<file path="src/rtl/lsf_pkg.sv">
`default_nettype none
// ----------------------------------------------------------------------------
// Line fit package
// Shared constants, widths and the CORDIC arctangent table for the line fit.
// ----------------------------------------------------------------------------
package lsf_pkg;

   localparam int MAX_POINTS_DEF = 256;
   localparam int IN_W           = 16;
   localparam int SUM_W          = 25;
   localparam int SQ_W           = 41;
   localparam int WIDE_W         = 64;
   localparam int RES_W          = 32;
   localparam int ANG_W          = 24;
   localparam int USED_W         = 9;
   localparam int FRAC_W         = 5;
   localparam int CORDIC_STEPS   = 20;

   localparam logic [FRAC_W-1:0] SLOPE_FRAC = 5'd16;
   localparam logic [FRAC_W-1:0] ICPT_FRAC  = 5'd8;
   localparam logic signed [24:0] ANGLE_LIMIT = 25'sd5898240;

   function automatic logic [21:0] atan_q16(input logic [4:0] idx);
      logic [21:0] val;
      unique case (idx)
         5'd0:    val = 22'd2949120;
         5'd1:    val = 22'd1740967;
         5'd2:    val = 22'd919879;
         5'd3:    val = 22'd466945;
         5'd4:    val = 22'd234379;
         5'd5:    val = 22'd117304;
         5'd6:    val = 22'd58666;
         5'd7:    val = 22'd29335;
         5'd8:    val = 22'd14668;
         5'd9:    val = 22'd7334;
         5'd10:   val = 22'd3667;
         5'd11:   val = 22'd1833;
         5'd12:   val = 22'd917;
         5'd13:   val = 22'd458;
         5'd14:   val = 22'd229;
         5'd15:   val = 22'd115;
         5'd16:   val = 22'd57;
         5'd17:   val = 22'd29;
         5'd18:   val = 22'd14;
         5'd19:   val = 22'd7;
         default: val = 22'd0;
      endcase
      return val;
   endfunction

endpackage
`default_nettype wire

</file>
<file path="src/rtl/least_squares_line_fit.sv">
`default_nettype none
// ----------------------------------------------------------------------------
// Least-squares line fit
// Fits y = a*x + b over a batch of points and reports slope, intercept and
// line angle.
//
// An item is one Q7.8 point on req_x_pos and req_y_pos, taken when start is
// high and busy is low. The point is summed into x and y on acceptance, into
// x*x in S_ACC_XX and into x*y in S_ACC_XY; points beyond MAX_POINTS are
// dropped but still count as items. When req_last_point is set, the fit runs
// on one shared serial multiplier (six products), a bit-serial divider (for
// the slope and then the intercept) and a 20-step CORDIC. Busy stays high
// until the result is issued, also when the denominator is zero.
// The result appears for one cycle with rsp_strobe high; the receiver cannot
// stall it. A zero denominator gives rsp_fit_valid low and zero values.
// After the result all sums and the point count are cleared. Reset clears
// the sums, the count and the sequencer, and the block is ready at once.
// ----------------------------------------------------------------------------
module least_squares_line_fit #(
   parameter int MAX_POINTS = lsf_pkg::MAX_POINTS_DEF
) (
   input  wire logic        clock,
   input  wire logic        reset,
   input  wire logic        start,
   output logic             busy,
   input  wire logic [15:0] req_x_pos,
   input  wire logic [15:0] req_y_pos,
   input  wire logic        req_last_point,
   output logic             rsp_strobe,
   output logic             rsp_fit_valid,
   output logic [31:0]      rsp_slope,
   output logic [31:0]      rsp_intercept,
   output logic [23:0]      rsp_angle_deg,
   output logic [8:0]       rsp_points_used
);
   import lsf_pkg::*;

   localparam int CNT_W = $clog2(MAX_POINTS + 1);

   typedef enum logic [3:0] {
      S_IDLE, S_ACC_XX, S_ACC_XY, S_MUL_GO, S_MUL_WAIT,
      S_DIV_GO, S_DIV_WAIT, S_COR_GO, S_COR_WAIT
   } state_type;

   state_type                state_ff, state_in;
   logic signed [SUM_W-1:0]  acc_x_ff, acc_x_in, acc_y_ff, acc_y_in;
   logic signed [SQ_W-1:0]   acc_xx_ff, acc_xx_in, acc_xy_ff, acc_xy_in;
   logic [CNT_W-1:0]         count_ff, count_in;
   logic signed [IN_W-1:0]   x_ff, x_in, y_ff, y_in;
   logic                     last_ff, last_in, add_ff, add_in;
   logic [2:0]               idx_ff, idx_in;
   logic [WIDE_W-1:0]        tmp_ff, tmp_in, den_ff, den_in, num_ff, num_in;
   logic [RES_W-1:0]         slope_ff, slope_in, icpt_ff, icpt_in;
   logic                     strobe_ff, strobe_in, valid_ff, valid_in;
   logic [RES_W-1:0]         oslope_ff, oslope_in, oicpt_ff, oicpt_in;
   logic [ANG_W-1:0]         oang_ff, oang_in;
   logic [USED_W-1:0]        oused_ff, oused_in;

   logic                     accept;
   logic signed [IN_W-1:0]   mop;
   logic signed [31:0]       sq;
   logic [WIDE_W-1:0]        n64, sx64, sy64, sxx64, sxy64, op_a, op_b, diff;
   logic                     mul_done, div_done, cor_done;
   logic [WIDE_W-1:0]        product;
   logic [RES_W-1:0]         quot;
   logic [ANG_W-1:0]         angle;
   logic [FRAC_W-1:0]        frac;

   assign busy   = state_ff != S_IDLE;
   assign accept = start && !busy;

   assign n64   = WIDE_W'(count_ff);
   assign sx64  = {{(WIDE_W-SUM_W){acc_x_ff[SUM_W-1]}}, acc_x_ff};
   assign sy64  = {{(WIDE_W-SUM_W){acc_y_ff[SUM_W-1]}}, acc_y_ff};
   assign sxx64 = {{(WIDE_W-SQ_W){acc_xx_ff[SQ_W-1]}}, acc_xx_ff};
   assign sxy64 = {{(WIDE_W-SQ_W){acc_xy_ff[SQ_W-1]}}, acc_xy_ff};
   assign diff  = tmp_ff - product;
   assign frac  = (idx_ff == 3'd3) ? SLOPE_FRAC : ICPT_FRAC;

   always_comb begin
      unique case (idx_ff)
         3'd0:    begin op_a = n64;   op_b = sxx64; end
         3'd1:    begin op_a = sx64;  op_b = sx64;  end
         3'd2:    begin op_a = n64;   op_b = sxy64; end
         3'd3:    begin op_a = sx64;  op_b = sy64;  end
         3'd4:    begin op_a = sxx64; op_b = sy64;  end
         default: begin op_a = sx64;  op_b = sxy64; end
      endcase
   end

   assign mop = (state_ff == S_ACC_XX) ? x_ff : y_ff;
   assign sq  = x_ff * mop;

   lsf_mul u_mul (
      .clock   (clock),
      .reset   (reset),
      .start   (state_ff == S_MUL_GO),
      .op_a    (op_a),
      .op_b    (op_b),
      .done    (mul_done),
      .product (product)
   );

   lsf_div u_div (
      .clock (clock),
      .reset (reset),
      .start (state_ff == S_DIV_GO),
      .frac  (frac),
      .num   (num_ff),
      .den   (den_ff),
      .done  (div_done),
      .quot  (quot)
   );

   lsf_cordic u_cordic (
      .clock (clock),
      .reset (reset),
      .start (state_ff == S_COR_GO),
      .slope (slope_ff),
      .done  (cor_done),
      .angle (angle)
   );

   always_comb begin
      logic emit;
      logic emit_valid;
      emit       = 1'b0;
      emit_valid = 1'b0;

      state_in  = state_ff;
      acc_x_in  = acc_x_ff;
      acc_y_in  = acc_y_ff;
      acc_xx_in = acc_xx_ff;
      acc_xy_in = acc_xy_ff;
      count_in  = count_ff;
      x_in      = x_ff;
      y_in      = y_ff;
      last_in   = last_ff;
      add_in    = add_ff;
      idx_in    = idx_ff;
      tmp_in    = tmp_ff;
      den_in    = den_ff;
      num_in    = num_ff;
      slope_in  = slope_ff;
      icpt_in   = icpt_ff;
      strobe_in = 1'b0;
      valid_in  = valid_ff;
      oslope_in = oslope_ff;
      oicpt_in  = oicpt_ff;
      oang_in   = oang_ff;
      oused_in  = oused_ff;

      unique case (state_ff)
         S_IDLE: begin
            if (accept) begin
               x_in    = req_x_pos;
               y_in    = req_y_pos;
               last_in = req_last_point;
               add_in  = count_ff < CNT_W'(MAX_POINTS);
               if (count_ff < CNT_W'(MAX_POINTS)) begin
                  acc_x_in = acc_x_ff + SUM_W'($signed(req_x_pos));
                  acc_y_in = acc_y_ff + SUM_W'($signed(req_y_pos));
                  count_in = count_ff + CNT_W'(1);
               end
               state_in = S_ACC_XX;
            end
         end
         S_ACC_XX: begin
            if (add_ff) begin
               acc_xx_in = acc_xx_ff + SQ_W'(sq);
            end
            state_in = S_ACC_XY;
         end
         S_ACC_XY: begin
            if (add_ff) begin
               acc_xy_in = acc_xy_ff + SQ_W'(sq);
            end
            idx_in   = '0;
            state_in = last_ff ? S_MUL_GO : S_IDLE;
         end
         S_MUL_GO: begin
            state_in = S_MUL_WAIT;
         end
         S_MUL_WAIT: begin
            if (mul_done) begin
               if (!idx_ff[0]) begin
                  tmp_in   = product;
                  idx_in   = idx_ff + 3'd1;
                  state_in = S_MUL_GO;
               end else if (idx_ff == 3'd1) begin
                  den_in = diff;
                  if (diff == '0) begin
                     emit = 1'b1;
                  end else begin
                     idx_in   = 3'd2;
                     state_in = S_MUL_GO;
                  end
               end else begin
                  num_in   = diff;
                  state_in = S_DIV_GO;
               end
            end
         end
         S_DIV_GO: begin
            state_in = S_DIV_WAIT;
         end
         S_DIV_WAIT: begin
            if (div_done) begin
               if (idx_ff == 3'd3) begin
                  slope_in = quot;
                  idx_in   = 3'd4;
                  state_in = S_MUL_GO;
               end else begin
                  icpt_in  = quot;
                  state_in = S_COR_GO;
               end
            end
         end
         S_COR_GO: begin
            state_in = S_COR_WAIT;
         end
         S_COR_WAIT: begin
            if (cor_done) begin
               emit       = 1'b1;
               emit_valid = 1'b1;
            end
         end
         default: state_in = S_IDLE;
      endcase

      if (emit) begin
         strobe_in = 1'b1;
         valid_in  = emit_valid;
         oslope_in = emit_valid ? slope_ff : '0;
         oicpt_in  = emit_valid ? icpt_ff : '0;
         oang_in   = emit_valid ? angle : '0;
         oused_in  = USED_W'(count_ff);
         acc_x_in  = '0;
         acc_y_in  = '0;
         acc_xx_in = '0;
         acc_xy_in = '0;
         count_in  = '0;
         state_in  = S_IDLE;
      end
   end

   always_ff @(posedge clock) begin
      if (reset) begin
         state_ff  <= S_IDLE;
         acc_x_ff  <= '0;
         acc_y_ff  <= '0;
         acc_xx_ff <= '0;
         acc_xy_ff <= '0;
         count_ff  <= '0;
         strobe_ff <= 1'b0;
      end else begin
         state_ff  <= state_in;
         acc_x_ff  <= acc_x_in;
         acc_y_ff  <= acc_y_in;
         acc_xx_ff <= acc_xx_in;
         acc_xy_ff <= acc_xy_in;
         count_ff  <= count_in;
         strobe_ff <= strobe_in;
      end
      x_ff      <= x_in;
      y_ff      <= y_in;
      last_ff   <= last_in;
      add_ff    <= add_in;
      idx_ff    <= idx_in;
      tmp_ff    <= tmp_in;
      den_ff    <= den_in;
      num_ff    <= num_in;
      slope_ff  <= slope_in;
      icpt_ff   <= icpt_in;
      valid_ff  <= valid_in;
      oslope_ff <= oslope_in;
      oicpt_ff  <= oicpt_in;
      oang_ff   <= oang_in;
      oused_ff  <= oused_in;
   end

   assign rsp_strobe      = strobe_ff;
   assign rsp_fit_valid   = valid_ff;
   assign rsp_slope       = oslope_ff;
   assign rsp_intercept   = oicpt_ff;
   assign rsp_angle_deg   = oang_ff;
   assign rsp_points_used = oused_ff;

   a_idle_on_result: assert property (@(posedge clock) disable iff (reset)
      rsp_strobe |-> !busy)
      else $error("result issued while the sequencer is still running");

   a_invalid_zero: assert property (@(posedge clock) disable iff (reset)
      (rsp_strobe && !rsp_fit_valid) |->
         (rsp_slope == '0 && rsp_intercept == '0 && rsp_angle_deg == '0))
      else $error("invalid fit carries nonzero values");

   a_cleared_after_result: assert property (@(posedge clock) disable iff (reset)
      rsp_strobe |-> (count_ff == '0 && acc_x_ff == '0 && acc_xx_ff == '0))
      else $error("sums not cleared after a result");

   a_count_bound: assert property (@(posedge clock) disable iff (reset)
      count_ff <= CNT_W'(MAX_POINTS))
      else $error("point count exceeds the batch limit");

endmodule
`default_nettype wire

</file>
<file path="src/rtl/lsf_mul.sv">
`default_nettype none
// ----------------------------------------------------------------------------
// Serial multiplier
// Shift-and-add product of two 64-bit words modulo 2^64, one bit per cycle.
// ----------------------------------------------------------------------------
module lsf_mul (
   input  wire logic        clock,
   input  wire logic        reset,
   input  wire logic        start,
   input  wire logic [63:0] op_a,
   input  wire logic [63:0] op_b,
   output logic             done,
   output logic [63:0]      product
);
   import lsf_pkg::*;

   logic [WIDE_W-1:0] a_ff, a_in, b_ff, b_in, p_ff, p_in;
   logic              run_ff, run_in, done_ff, done_in;

   always_comb begin
      a_in    = a_ff;
      b_in    = b_ff;
      p_in    = p_ff;
      run_in  = run_ff;
      done_in = 1'b0;
      if (start) begin
         a_in   = op_a;
         b_in   = op_b;
         p_in   = '0;
         run_in = 1'b1;
      end else if (run_ff) begin
         if (b_ff == '0) begin
            run_in  = 1'b0;
            done_in = 1'b1;
         end else begin
            if (b_ff[0]) begin
               p_in = p_ff + a_ff;
            end
            a_in = {a_ff[WIDE_W-2:0], 1'b0};
            b_in = {1'b0, b_ff[WIDE_W-1:1]};
         end
      end
   end

   always_ff @(posedge clock) begin
      if (reset) begin
         run_ff  <= 1'b0;
         done_ff <= 1'b0;
      end else begin
         run_ff  <= run_in;
         done_ff <= done_in;
      end
      a_ff <= a_in;
      b_ff <= b_in;
      p_ff <= p_in;
   end

   assign done    = done_ff;
   assign product = p_ff;

endmodule
`default_nettype wire

</file>
<file path="src/rtl/lsf_div.sv">
`default_nettype none
// ----------------------------------------------------------------------------
// Serial fixed-point divider
// Signed 64-bit quotient scaled by 2^frac, rounded half away from zero and
// saturated to 32 bits, by restoring division one bit per cycle.
// ----------------------------------------------------------------------------
module lsf_div (
   input  wire logic                      clock,
   input  wire logic                      reset,
   input  wire logic                      start,
   input  wire logic [lsf_pkg::FRAC_W-1:0] frac,
   input  wire logic [63:0]               num,
   input  wire logic [63:0]               den,
   output logic                           done,
   output logic [31:0]                    quot
);
   import lsf_pkg::*;

   typedef enum logic [1:0] {D_IDLE, D_RUN, D_FIN} dstate_type;

   dstate_type        state_ff, state_in;
   logic [WIDE_W-1:0] ad_ff, ad_in, nsh_ff, nsh_in, r_ff, r_in, q_ff, q_in;
   logic              neg_ff, neg_in, done_ff, done_in;
   logic [6:0]        cnt_ff, cnt_in, last_ff, last_in;
   logic [RES_W-1:0]  thr_ff, thr_in, quot_ff, quot_in;
   logic [WIDE_W:0]   rs, rdiff;
   logic              ge, rnd;
   logic [WIDE_W-1:0] limit, mag, res;

   always_comb begin
      rs    = {r_ff, nsh_ff[WIDE_W-1]};
      rdiff = rs - {1'b0, ad_ff};
      ge    = rs >= {1'b0, ad_ff};
      limit = neg_ff ? 64'h0000_0000_8000_0000 : 64'h0000_0000_7FFF_FFFF;
      rnd   = {r_ff, 1'b0} >= {1'b0, ad_ff};
      mag   = q_ff + {63'd0, rnd};
      if (mag > limit) begin
         mag = limit;
      end
      res = neg_ff ? (64'd0 - mag) : mag;

      state_in = state_ff;
      ad_in    = ad_ff;
      nsh_in   = nsh_ff;
      r_in     = r_ff;
      q_in     = q_ff;
      neg_in   = neg_ff;
      cnt_in   = cnt_ff;
      last_in  = last_ff;
      thr_in   = thr_ff;
      quot_in  = quot_ff;
      done_in  = 1'b0;
      unique case (state_ff)
         D_IDLE: begin
            if (start) begin
               neg_in   = num[WIDE_W-1] ^ den[WIDE_W-1];
               nsh_in   = num[WIDE_W-1] ? (64'd0 - num) : num;
               ad_in    = den[WIDE_W-1] ? (64'd0 - den) : den;
               r_in     = '0;
               q_in     = '0;
               cnt_in   = '0;
               last_in  = 7'd63 + {2'b00, frac};
               thr_in   = 32'h8000_0000 >> frac;
               state_in = D_RUN;
            end
         end
         D_RUN: begin
            if (cnt_ff == 7'd64 && q_ff > {32'd0, thr_ff}) begin
               quot_in  = neg_ff ? 32'h8000_0000 : 32'h7FFF_FFFF;
               done_in  = 1'b1;
               state_in = D_IDLE;
            end else begin
               r_in   = ge ? rdiff[WIDE_W-1:0] : rs[WIDE_W-1:0];
               q_in   = {q_ff[WIDE_W-2:0], ge};
               nsh_in = {nsh_ff[WIDE_W-2:0], 1'b0};
               cnt_in = cnt_ff + 7'd1;
               if (cnt_ff == last_ff) begin
                  state_in = D_FIN;
               end
            end
         end
         D_FIN: begin
            quot_in  = res[RES_W-1:0];
            done_in  = 1'b1;
            state_in = D_IDLE;
         end
         default: state_in = D_IDLE;
      endcase
   end

   always_ff @(posedge clock) begin
      if (reset) begin
         state_ff <= D_IDLE;
         done_ff  <= 1'b0;
      end else begin
         state_ff <= state_in;
         done_ff  <= done_in;
      end
      ad_ff   <= ad_in;
      nsh_ff  <= nsh_in;
      r_ff    <= r_in;
      q_ff    <= q_in;
      neg_ff  <= neg_in;
      cnt_ff  <= cnt_in;
      last_ff <= last_in;
      thr_ff  <= thr_in;
      quot_ff <= quot_in;
   end

   assign done = done_ff;
   assign quot = quot_ff;

endmodule
`default_nettype wire

</file>
<file path="src/rtl/lsf_cordic.sv">
`default_nettype none
// ----------------------------------------------------------------------------
// CORDIC arctangent
// Vectoring CORDIC on (1.0, slope) giving the angle in Q16 degrees,
// one rotation per cycle, clamped to plus or minus ninety degrees.
// ----------------------------------------------------------------------------
module lsf_cordic (
   input  wire logic        clock,
   input  wire logic        reset,
   input  wire logic        start,
   input  wire logic [31:0] slope,
   output logic             done,
   output logic [23:0]      angle
);
   import lsf_pkg::*;

   logic signed [43:0] x_ff, x_in, y_ff, y_in, dx, dy;
   logic signed [24:0] z_ff, z_in, tab, zc;
   logic [4:0]         i_ff, i_in;
   logic               run_ff, run_in, done_ff, done_in;
   logic [ANG_W-1:0]   angle_ff, angle_in;

   always_comb begin
      dx  = x_ff >>> i_ff;
      dy  = y_ff >>> i_ff;
      tab = $signed({3'b000, atan_q16(i_ff)});

      x_in     = x_ff;
      y_in     = y_ff;
      z_in     = z_ff;
      i_in     = i_ff;
      run_in   = run_ff;
      done_in  = 1'b0;
      angle_in = angle_ff;
      if (!y_ff[43]) begin
         x_in = x_ff + dy;
         y_in = y_ff - dx;
         z_in = z_ff + tab;
      end else begin
         x_in = x_ff - dy;
         y_in = y_ff + dx;
         z_in = z_ff - tab;
      end
      zc = z_in;
      if (z_in > ANGLE_LIMIT) begin
         zc = ANGLE_LIMIT;
      end else if (z_in < -ANGLE_LIMIT) begin
         zc = -ANGLE_LIMIT;
      end
      i_in = i_ff + 5'd1;

      if (start) begin
         x_in = 44'sd16777216;
         y_in = $signed({{4{slope[31]}}, slope, 8'd0});
         z_in = '0;
         i_in = '0;
         if (slope == '0) begin
            angle_in = '0;
            done_in  = 1'b1;
            run_in   = 1'b0;
         end else begin
            run_in = 1'b1;
         end
      end else if (run_ff) begin
         if (i_ff == 5'(CORDIC_STEPS - 1)) begin
            angle_in = zc[ANG_W-1:0];
            done_in  = 1'b1;
            run_in   = 1'b0;
         end
      end
   end

   always_ff @(posedge clock) begin
      if (reset) begin
         run_ff  <= 1'b0;
         done_ff <= 1'b0;
      end else begin
         run_ff  <= run_in;
         done_ff <= done_in;
      end
      x_ff     <= x_in;
      y_ff     <= y_in;
      z_ff     <= z_in;
      i_ff     <= i_in;
      angle_ff <= angle_in;
   end

   assign done  = done_ff;
   assign angle = angle_ff;

endmodule
`default_nettype wire
</file>
<file path="config.mk">
export PLATFORM = sky130hd
export DESIGN_NAME = least_squares_line_fit
export DESIGN_NICKNAME = d
export VERILOG_FILES = /design/src/rtl/lsf_pkg.sv /design/src/rtl/least_squares_line_fit.sv /design/src/rtl/lsf_mul.sv /design/src/rtl/lsf_div.sv /design/src/rtl/lsf_cordic.sv
export SDC_FILE = /design/constraint.sdc
export NUM_CORES = 2
export LEC_CHECK = 0
export BUFFER_PORTS_ARGS = -buffer_cell sky130_fd_sc_hd__buf_4
export CAP_MARGIN = 10
export CORE_AREA = 5 5 432 434
export CTS_BUF_LIST = sky130_fd_sc_hd__clkbuf_16
export DETAILED_ROUTE_END_ITERATION = 16
export DIE_AREA = 0 0 437 439
export GPL_ROUTABILITY_DRIVEN = 1
export MAX_ROUTING_LAYER = met4
export PLACE_DENSITY = 0.71
export SYNTH_ARGS = -nofsm -noshare
export SYNTH_HDL_FRONTEND = slang
export SYNTH_SLANG_ARGS = --single-unit
</file>
<file path="constraint.sdc">
create_clock -name clock -period 24.8 [get_ports clock]
set_clock_uncertainty 0.15 [all_clocks]
set_input_delay 4.96 -clock clock [delete_from_list [all_inputs] [get_ports clock]]
set_output_delay 4.96 -clock clock [all_outputs]
set_load 0.05 [all_outputs]
</file>
==> metrics.md <==
| Metric | Value |
|---|---|
| Pin count of the biggest net entering global routing | `about 100` |
| Clock Root Buffer | `sky130_fd_sc_hd__clkbuf_16` |
| Status | `completed` |
| RSZ-0062 raised after global routing | `no` |
| Ys Warns | `0` |
| Crit path launch type | `flop` |
| Antenna violations before repair | `1` |
| Min cycle time layout | `between 10 and 15 ns` |
| Vias after detailed routing | `slightly above 70000` |
| Adder-cell share of the synthesized area | `14.25%` |
| Share of synthesized flip-flops with an asynchronous set or reset | `0%` |
| Layout overhead on the synthesized area | `8.776%` |
| Clock insertion delay at the later pin of the skew report | `0.80 ns` |
| Cell occurring most often along the worst timing path | `sky130_fd_sc_hd__fa_1` |
| Remaining antenna violation count after routing | `0` |
| Worst Tran Pin Value | `roughly 1.2 ns` |
| Placement Setup Slack | `between 10 and 15 ns` |
| Post-detailed-route wirelength per cell | `between 20 and 25 microns` |
| Min-delay src | `u_div.quot[6]$_DFFE_PP_` |
| Number of buffers inserted for hold repair after clock tree synthesis | `0` |
| Wire length of the first global-routing pass | `roughly 380 mm` |
| Layout Nets | `10340` |
| Number of max-cap violations | `0` |
| Depth of the CTS H-tree | `4` |
| Final Cycle Share | `a little under half` |
| Top cells by count, synth | `sky130_fd_sc_hd__nand2_1, sky130_fd_sc_hd__nor2_1, sky130_fd_sc_hd__edfxtp_1` |
| Final-report setup violation count | `0` |
| Cell types occupying the most area after synthesis | `sky130_fd_sc_hd__edfxtp_1, sky130_fd_sc_hd__ha_1, sky130_fd_sc_hd__dfxtp_1, sky130_fd_sc_hd__fa_1, sky130_fd_sc_hd__a21oi_1` |
| Dominant cell type by area after synthesis | `sky130_fd_sc_hd__edfxtp_1` |
| Post-cts gate resize count | `0` |
| Source of the worst register-to-register timing path | `state_ff[0]$_SDFFE_PP0P_` |
| Inserted Clock Buffers | `between 100 and 150` |
| Cells on Worst Hold Path | `0` |
| Number of max-slew violations in the final report | `0` |
| Number of input and output port buffers inserted | `135` |
| Number of synthesized register bits | `1201` |
| DRT iter0 DRCs | `between 6000 and 7000` |
| Endpoint of the worst register-to-register path | `acc_xx_ff[39]$_SDFFE_PP0P_` |
| Width of the die | `about 440 microns` |
| Via count of the first global-routing pass | `69030` |
| Slew HR | `between 10% and 20%` |
| Max stage delay cell, worst path | `sky130_fd_sc_hd__xnor2_1` |
| Mux share of post-synthesis cell area | `between 4 and 5%` |
| Placer's final routability congestion estimate | `0.9853` |
| Endpoint arrival time on the critical path | `about 12 ns` |
| Logic depth of the worst register-to-register path | `42` |
| Kind of end point of the critical path | `flop` |
| Initial core utilization | `between 40% and 50%` |
| Fraction of the yosys area taken by sequential cells | `36.61%` |
| Share of the synthesized area in compound gates (AO/OA/AOI/OAI) | `16.34%` |
| Clock Sinks | `about 1200` |
| Smallest hold slack | `approximately 0.3 ns` |
| Global routing usage summed across all routing layers | `25.11%` |
| Worst hold path endpoint | `slope_ff[6]$_DFFE_PP_` |
| Required time of the critical path | `25.33 ns` |
| Average vias per placed instance | `roughly 6.0` |
| Total wirelength of the detailed-routed design | `between 200 and 250 mm` |
| Reg2Reg Setup Slack | `~13 ns` |
| Remaining Overflow, GRT | `0` |
| Area share of the leading cell type in the synthesized netlist | `28.56%` |
| Setup Buffers After CTS | `0` |
| Cell area after synthesis | `~90000 sq um` |
| Final HPWL from detailed placement | `between 150 and 200 mm` |
| TritonCTS clock tree | `yes` |
| Die area | `roughly 190000 sq um` |
| Number of enable flip-flop cells after synthesis | `about 840` |
| Average cell area after synthesis | `roughly 9.3 sq um` |
| Proportion of layout cells with a drive suffix above 1 | `between 7 and 8%` |
| Final non-filler cell total | `11960` |
| Number of distinct library cell variants in the gate-level netlist after synthesis | `96` |
| Inst Count DP | `about 12000` |
| DRT Pass-1 Iters | `6` |
| Core box area | `182300 sq um` |
| Slack of the critical path | `approximately 13 ns` |
| Max Buffers Root-to-Sink | `3` |
| Dominant combinational cell family by area after synthesis | `simple AND/OR/NAND/NOR gates` |
| Count of mapped cells out of synthesis | `between 9000 and 10000` |
| Critical setup path kind | `flop to flop` |
| Die height | `about 440 microns` |
| Largest stage delay, worst path | `between 0.6 and 0.7 ns` |
| Class of the most critical hold timing path | `flop to flop` |
| Max Freq | `around 87 MHz` |
| Xor-xnor portion of the synthesized cell area | `6.612%` |
| CTS clock-pin slew for the worst setup and hold paths | `around 0.060 ns` |
| Dominant cell by count in the synthesized netlist | `sky130_fd_sc_hd__nand2_1` |
| Number of top-level pins | `~140` |
| Final routed DRC violation total | `0` |
| Total negative slack for setup checks | `0 ns` |
| Site row count | `157` |
| Post-Synth Simple-Gate Area | `between 10% and 20%` |
| Fin. Hold Viols | `0` |
| Largest fanout on the critical path | `34` |
| Number of fill cells | `16330` |
| Top FF cell, synth | `sky130_fd_sc_hd__edfxtp_1` |
cells in the final DEF (no fill, tap or decap), types with 166 or more instances in the layout:
master                     count
sky130_fd_sc_hd__inv_1       678
sky130_fd_sc_hd__nor2_1      866
sky130_fd_sc_hd__nand3_1     187
sky130_fd_sc_hd__xnor2_1     397
sky130_fd_sc_hd__nand2_1     912
sky130_fd_sc_hd__fa_1        272
sky130_fd_sc_hd__o21ai_0     450
sky130_fd_sc_hd__a21o_1      291
sky130_fd_sc_hd__xor2_1      272
sky130_fd_sc_hd__dfxtp_1     350
sky130_fd_sc_hd__and3_1      166
sky130_fd_sc_hd__ha_1        574
sky130_fd_sc_hd__buf_4       205
sky130_fd_sc_hd__and2_1      170
sky130_fd_sc_hd__edfxtp_1    844
sky130_fd_sc_hd__a21oi_1     817
critical path, delay by kind of cell (launching register included):
kind / cells / cell delay [ns]
buffers and inverters: 6 / 0.94
xor gates and xnor gates: 1 / 0.65
DFF: 1 / 0.53
muxes: 1 / 0.59
adders and majority gates: 8 / 3.71
and+or+nand+nor: 10 / 1.64
AOI/OAI and AO/OA: 16 / 3.08
worst max path at each step:
stage / depth (start not counted) / end / slack [ns] / startpoint
3_3_place_gp: 42 / acc_xx_ff[39]$_SDFFE_PP0P_ / 13.58 / state_ff[0]$_SDFFE_PP0P_
5_1_grt: 42 / acc_xx_ff[39]$_SDFFE_PP0P_ / 12.46 / state_ff[0]$_SDFFE_PP0P_
2_1_floorplan: 6 / u_div.cnt_ff[0]$_SDFFCE_PN0P_ / 13.94 / u_div.q_ff[28]$_SDFFCE_PN0P_
6_report: 42 / acc_xx_ff[39]$_SDFFE_PP0P_ / 13.35 / state_ff[0]$_SDFFE_PP0P_
3_5_place_dp: 42 / acc_xx_ff[39]$_SDFFE_PP0P_ / 13.41 / state_ff[0]$_SDFFE_PP0P_
4_1_cts: 42 / acc_xx_ff[39]$_SDFFE_PP0P_ / 13.34 / state_ff[0]$_SDFFE_PP0P_
sequential cells by signal, summed over array words and instances, names as in the netlist, 41 cells and up:
signal and flops:
u_div.r_ff 64, u_div.nsh_ff 64, u_cordic.x_ff 44, u_mul.a_ff 64, num_ff 64, acc_xx_ff 41, u_div.ad_ff 64, u_div.q_ff 64
u_mul.b_ff 64, acc_xy_ff 41, u_cordic.y_ff 44, den_ff 64, u_mul.product 64, tmp_ff 64
logic make-up (layout without fill, tap and decap cells):
family / after synthesis / in the layout
adders and majority gates: 848 / 848
xor gates and xnor gates: 670 / 670
and+or+nand+nor: 3139 / 3139
DFF: 1201 / 1201
muxes: 267 / 267
AOI/OAI and AO/OA: 2326 / 2326
buffers and inverters: 1078 / 1123
other: 1 / 5
cell type report:
| class | count | area, sq um | area share [%] |
|---|---|---|---|
| multi-input combinational | 7252 | 52320 | 54.20 |
| sequential | 1201 | 32510 | 33.67 |
| clock buffer | 149 | 3729 | 3.862 |
| tap | 2385 | 2984 | 3.091 |
| inverter | 657 | 2466 | 2.554 |
| timing repair buffer | 207 | 1574 | 1.630 |
| clock inverter | 110 | 949.7 | 0.9837 |
| antenna | 3 | 7.507 | 0.007776 |
per-stage QoR:
step                util (%)  instance area, sq um
finish                 52.96                 96540
global route           52.95                 96530
CTS                    52.95                 96520
detailed placement     50.38                 91840
global placement       50.38                 91840
floorplan                  -                 88760
routing by layer:
metal / track usage [%] / vias up / wire length, microns
li1: - / 34010 / -
met1: 33.11 / 34830 / 105000
met2: 40.12 / 2472 / 112100
met3: 3.294 / 457 / 14990
met4: 8.706 / 0 / 9016
met5: - / - / 0
Power is left out: the tool's default activity adds up to more than one toggle a clock period on the data nets, which glitch-free logic cannot reach.
